<file path="config.mk">
export PLATFORM = sky130hd
export DESIGN_NAME = sirm_ray
export DESIGN_NICKNAME = d
export VERILOG_FILES = /design/src/rtl/sirm_pkg.sv /design/src/rtl/sirm_ray.sv
export SDC_FILE = /design/constraint.sdc
export NUM_CORES = 2
export LEC_CHECK = 0
export BUFFER_PORTS_ARGS = -buffer_cell sky130_fd_sc_hd__buf_2
export CORE_MARGIN = 5
export CORE_UTILIZATION = 59
export DETAILED_ROUTE_END_ITERATION = 8
export HOLD_SLACK_MARGIN = 0.1
export PLACE_DENSITY = 0.79
export SLEW_MARGIN = 30
export SYNTH_ARGS = -nofsm -noshare
export SYNTH_HDL_FRONTEND = slang
export SYNTH_SLANG_ARGS = --single-unit
</file>
<file path="constraint.sdc">
create_clock -name clk -period 6.55 [get_ports clk]
set_input_delay 0.655 -clock clk [delete_from_list [all_inputs] [get_ports clk]]
set_output_delay 0.655 -clock clk [all_outputs]
set_load 0.05 [all_outputs]
</file>
<file path="src/rtl/sirm_pkg.sv">
`default_nettype none
// ----------------------------------------------------------------------------
// sirm_pkg
// Shared types and constants for the inverse stereographic remap block.
// ----------------------------------------------------------------------------
package sirm_pkg;

	localparam int SCALE_W   = 24;
	localparam int IN_W      = 16;
	localparam int OUT_W     = 24;
	localparam int ROW_W     = 63;
	localparam int INT_BITS  = 15;
	localparam int FRAC_BITS = 9;
	localparam int QW        = INT_BITS + FRAC_BITS;
	localparam int APB_DW    = 64;
	localparam int APB_AW    = 5;
	localparam int REG_LSB   = 3;

	localparam logic signed [OUT_W-1:0] OUT_MAX    = 24'sh7FFFFF;
	localparam logic signed [OUT_W-1:0] OUT_MIN    = 24'sh800000;
	localparam logic signed [OUT_W-1:0] NEG_ONE_Q8 = -24'sd256;
	localparam logic [SCALE_W-1:0]      SCALE_RST  = 24'd256;

	typedef enum logic [APB_AW-REG_LSB-1:0] {
		REG_SCALE,
		REG_ROW_X,
		REG_ROW_Y,
		REG_ROW_Z
	} reg_idx_t;

endpackage
`default_nettype wire

</file>
<file path="src/rtl/sirm_ray.sv">
`default_nettype none
// ----------------------------------------------------------------------------
// sirm_ray
// Two-stage ray builder: (2sV, s^2 - U^2 - V^2, 2sU) in Q.8 units.
// ----------------------------------------------------------------------------
module sirm_ray #(
	parameter int COORD_BITS = 16,
	parameter int DW = 42
) (
	input  wire logic                              clk,
	input  wire logic                              arst_n,
	input  wire logic                              in_valid,
	output logic                                   in_ready,
	input  wire logic signed [sirm_pkg::IN_W-1:0]  dest_u,
	input  wire logic signed [sirm_pkg::IN_W-1:0]  dest_v,
	input  wire logic [sirm_pkg::SCALE_W-1:0]      scale_q8,
	output logic                                   out_valid,
	input  wire logic                              out_ready,
	output logic signed [DW-1:0]                   d0,
	output logic signed [DW-1:0]                   d1,
	output logic signed [DW-1:0]                   d2
);
	import sirm_pkg::*;

	localparam int CW = COORD_BITS;
	localparam int SPW = SCALE_W + 1 + CW;

	logic signed [CW-1:0]        u_c, v_c;
	logic signed [SCALE_W:0]     s_c;
	logic signed [SPW-1:0]       su_c, sv_c;
	logic signed [2*CW-1:0]      uu_c, vv_c;
	logic [2*SCALE_W-1:0]        ss_c;
	logic                        vld_s1, vld_s2, en1, en2;
	logic signed [SPW-1:0]       su_s1, sv_s1;
	logic signed [2*CW-1:0]      uu_s1, vv_s1;
	logic [2*SCALE_W-1:0]        ss_s1;
	logic [2*CW:0]               r2_c;
	logic signed [DW-1:0]        d0_c, d1_c, d2_c;

	generate
		if (CW <= IN_W) begin : g_narrow
			assign u_c = dest_u[CW-1:0];
			assign v_c = dest_v[CW-1:0];
		end else begin : g_wide
			assign u_c = $signed({{(CW-IN_W){1'b0}}, dest_u});
			assign v_c = $signed({{(CW-IN_W){1'b0}}, dest_v});
		end
	endgenerate

	assign s_c  = $signed({1'b0, scale_q8});
	assign su_c = s_c * u_c;
	assign sv_c = s_c * v_c;
	assign uu_c = u_c * u_c;
	assign vv_c = v_c * v_c;
	assign ss_c = scale_q8 * scale_q8;

	assign en2      = ~vld_s2 | out_ready;
	assign en1      = ~vld_s1 | en2;
	assign in_ready = en1;
	assign out_valid = vld_s2;

	always_ff @(posedge clk or negedge arst_n) begin
		if (!arst_n) begin
			vld_s1 <= 1'b0;
			vld_s2 <= 1'b0;
		end else begin
			if (en1) vld_s1 <= in_valid;
			if (en2) vld_s2 <= vld_s1;
		end
	end

	always_ff @(posedge clk) begin
		if (en1) begin
			su_s1 <= su_c;
			sv_s1 <= sv_c;
			uu_s1 <= uu_c;
			vv_s1 <= vv_c;
			ss_s1 <= ss_c;
		end
	end

	assign r2_c = {1'b0, $unsigned(uu_s1)} + {1'b0, $unsigned(vv_s1)};
	assign d0_c = DW'(sv_s1) <<< 1;
	assign d2_c = DW'(su_s1) <<< 1;
	assign d1_c = $signed(DW'(ss_s1 >> 8)) - $signed(DW'({r2_c, 8'b0}));

	always_ff @(posedge clk) begin
		if (en2) begin
			d0 <= d0_c;
			d1 <= d1_c;
			d2 <= d2_c;
		end
	end

endmodule
`default_nettype wire

</file>
==> flow_metrics.env <==
export IMPL_setup_viol=10
export IMPL_cts_root_buf="clkbuf_16"
export IMPL_dp_hpwl_um=150000
export IMPL_areaGrowthSynthToFinish_pct=19.1
export IMPL_finalWirelength_um=185000
export IMPL_skew_ns=0.0271
export IMPL_worstSetupEndpointType="register"
export IMPL_max_cap_viol_count=0
export IMPL_cp_max_fo=6
export IMPL_drtIter0Drc=3298
export IMPL_drv_slew=0
export IMPL_max_freq_mhz=148
export IMPL_fill_cells=8244
export IMPL_io_pins=188
export IMPL_die_area_mm2=0.126
export IMPL_required_ns=6.93
export IMPL_cts_max_path_buffers=3
export IMPL_synth_area_mm2=0.0704
export IMPL_grt_max_degree=121
export IMPL_failed_checks="setup timing"
export IMPL_die_h_um=355
export IMPL_status="complete, but fails checks"
export IMPL_initial_core_util=0.595
export IMPL_dpl_worst_slack_ns=-1.14
export IMPL_syn_area_per_cell_um2=9.73
export IMPL_synth_edff_count=308
export IMPL_track_usage=0.298
export IMPL_drcViolationCount=0
export IMPL_grt_overflow=0
export IMPL_routabilityCongestion=0.943
export IMPL_first_pass_iters=6
export IMPL_synth_warnings=0
export IMPL_postRouteAntennaNets=0
export IMPL_port_buffers=185
export IMPL_period_needed_ns=6.74
export IMPL_hold_path_class="in -> reg"
export IMPL_antenna_found_initial=14
export IMPL_core_rowCount=126
export IMPL_grt_pass1_wl_um=297000
export IMPL_synth_seq_area_share=0.132
export IMPL_via_per_inst=5.43
export IMPL_hold_viol_final=0
export IMPL_crit_path_start_kind="primary input"
export IMPL_finalWorstSetupSlack_ns=-0.189
export IMPL_numCtsBuffers=38
export IMPL_clkSlewWorstSetupHoldPaths_ns=0.06
export IMPL_holdWs_ns=0.229
export IMPL_insertion_delay_ns=0.64
export IMPL_worst_pin_slew_ns=0.881
export IMPL_cts_sinks=310
export IMPL_yosys_register_bits=310
export IMPL_cts_tree="built"
export IMPL_rsz0062_at_grt="yes"
export IMPL_grt_pass1_vias=59034
export IMPL_cts_max_level=2
export IMPL_wire_per_inst_um=19.0
export IMPL_syn_instance_count=7233
export IMPL_setup_tns_ns=-1.15
export IMPL_fin_crit_sh=1.03
export IMPL_nNetsFinal=10442
export IMPL_slew_headroom=0.407
export IMPL_layout_drive_gt1_share=0.188
export IMPL_yosys_most_used_dff="edfxtp_1"
export IMPL_die_x_um=355
export IMPL_via_count=52965
export IMPL_core_mm2=0.118
export IMPL_final_common_cell="inv_1"
export IMPL_layout_common_cells="1914 x inv_1, 1478 x fa_1, 883 x buf_4"
export IMPL_synth_cell_types=78
export IMPL_crit_type="in -> reg"
export IMPL_worst_ep_arrival_time_ns=7.12
export IMPL_synthArstFlopShare=0.00645
cell families after synthesis:
family	synth area share
buffers and inverters	0.119
adder cells (fa/ha/maj)	0.553
AND/OR/NAND/NOR	0.113
AO/OA/AOI/OAI	0.0509
flip-flops	0.132
XOR/XNOR	0.0315
multiplexers	0.000622
other	0.0000533
per-stage QoR:
step	instances	instance area, µm²	util
after floorplan	7234	71800	-
after global placement	9611	80300	0.679
after detailed placement	9611	80300	0.679
after CTS	9712	82600	0.699
after global routing	9751	83800	0.709
final	9755	83800	0.709
layer usage:
layer	global-route usage	up-vias	routed length [µm]
li1	-	23354	-
met1	0.371	26827	68200
met2	0.497	2124	89400
met3	0.0533	652	15000
met4	0.165	8	12700
met5	0	-	46
worst max-delay path, cell delays in order:
cell and delay [ns]:
buf_12 0.13, buf_12 0.14, buf_4 0.15, nand2_1 0.10
inv_1 0.07, fa_2 0.57, ha_1 0.24, a21oi_1 0.26
fa_2 0.51, fa_1 0.51, inv_1 0.05, fa_1 0.50
fa_1 0.50, inv_1 0.05, fa_1 0.47, inv_1 0.06
ha_4 0.28, nand4_1 0.15, nor2_4 0.21, o2111ai_4 0.17
a21boi_4 0.31, nor3_4 0.09, a21oi_2 0.21, a41oi_2 0.17
buf_4 0.19, o21ai_4 0.14, a21oi_2 0.07, xnor2_1 0.13
registers in the layout, summed over array words and instances (netlist names):
name,flops
out_valid,1
su_s1,41
vv_s1,31
d2,41
ss_s1,40
uu_s1,31
d1,42
sv_s1,41
vld_s1,1
d0,41
repair_timing:
item	CTS	global route
buffers inserted	27	34
hold buffers	1	0
gates cloned	4	5
gates resized for setup	176	217
endpoints found under the hold margin	2	0
pin swaps	81	135
endpoints found under the setup margin	39	52
Yosys cell counts (72+ instances only):
cell type,count,share of area
a21o_1,126,0.013
a21oi_1,195,0.014
and2_1,443,0.039
clkbuf_1,254,0.014
edfxtp_1,308,0.13
fa_1,1513,0.43
ha_1,690,0.12
inv_1,1948,0.10
nand2_1,807,0.043
nor2_1,212,0.011
o21ai_0,72,0.0051
xnor2_1,174,0.022
xor2_1,79,0.0098
layout make-up:
type / instances / area (µm²) / share of cell area
multi-input cells: 4697 / 54100 / 0.645
repair buffers: 1175 / 9770 / 0.117
flip-flops and latches: 310 / 9300 / 0.111
inverters: 1957 / 7360 / 0.0878
well taps: 1536 / 1920 / 0.0229
clock buffers: 40 / 980 / 0.0117
clock inverters: 30 / 378 / 0.00451
diodes: 10 / 25.0 / 0.000299
final timing paths:
kind | startpoint | end | slack [ns] | depth (start not counted)
max | scale_q8[8] | ss_s1[43] | -0.19 | 28
min | in_valid | vld_s1 | 0.23 | 2
max reg2reg | vv_s1[3] | d1[40] | 0.61 | 23
min reg2reg | sv_s1[32] | d0[33] | 0.41 | 0
max in group asynchronous | arst_n | out_valid | 6.10 | 2
min in group asynchronous | arst_n | vld_s1 | 0.35 | 2
Power is not shown: default switching activity piles up to over one toggle a cycle in this logic, so the estimate is an artifact.
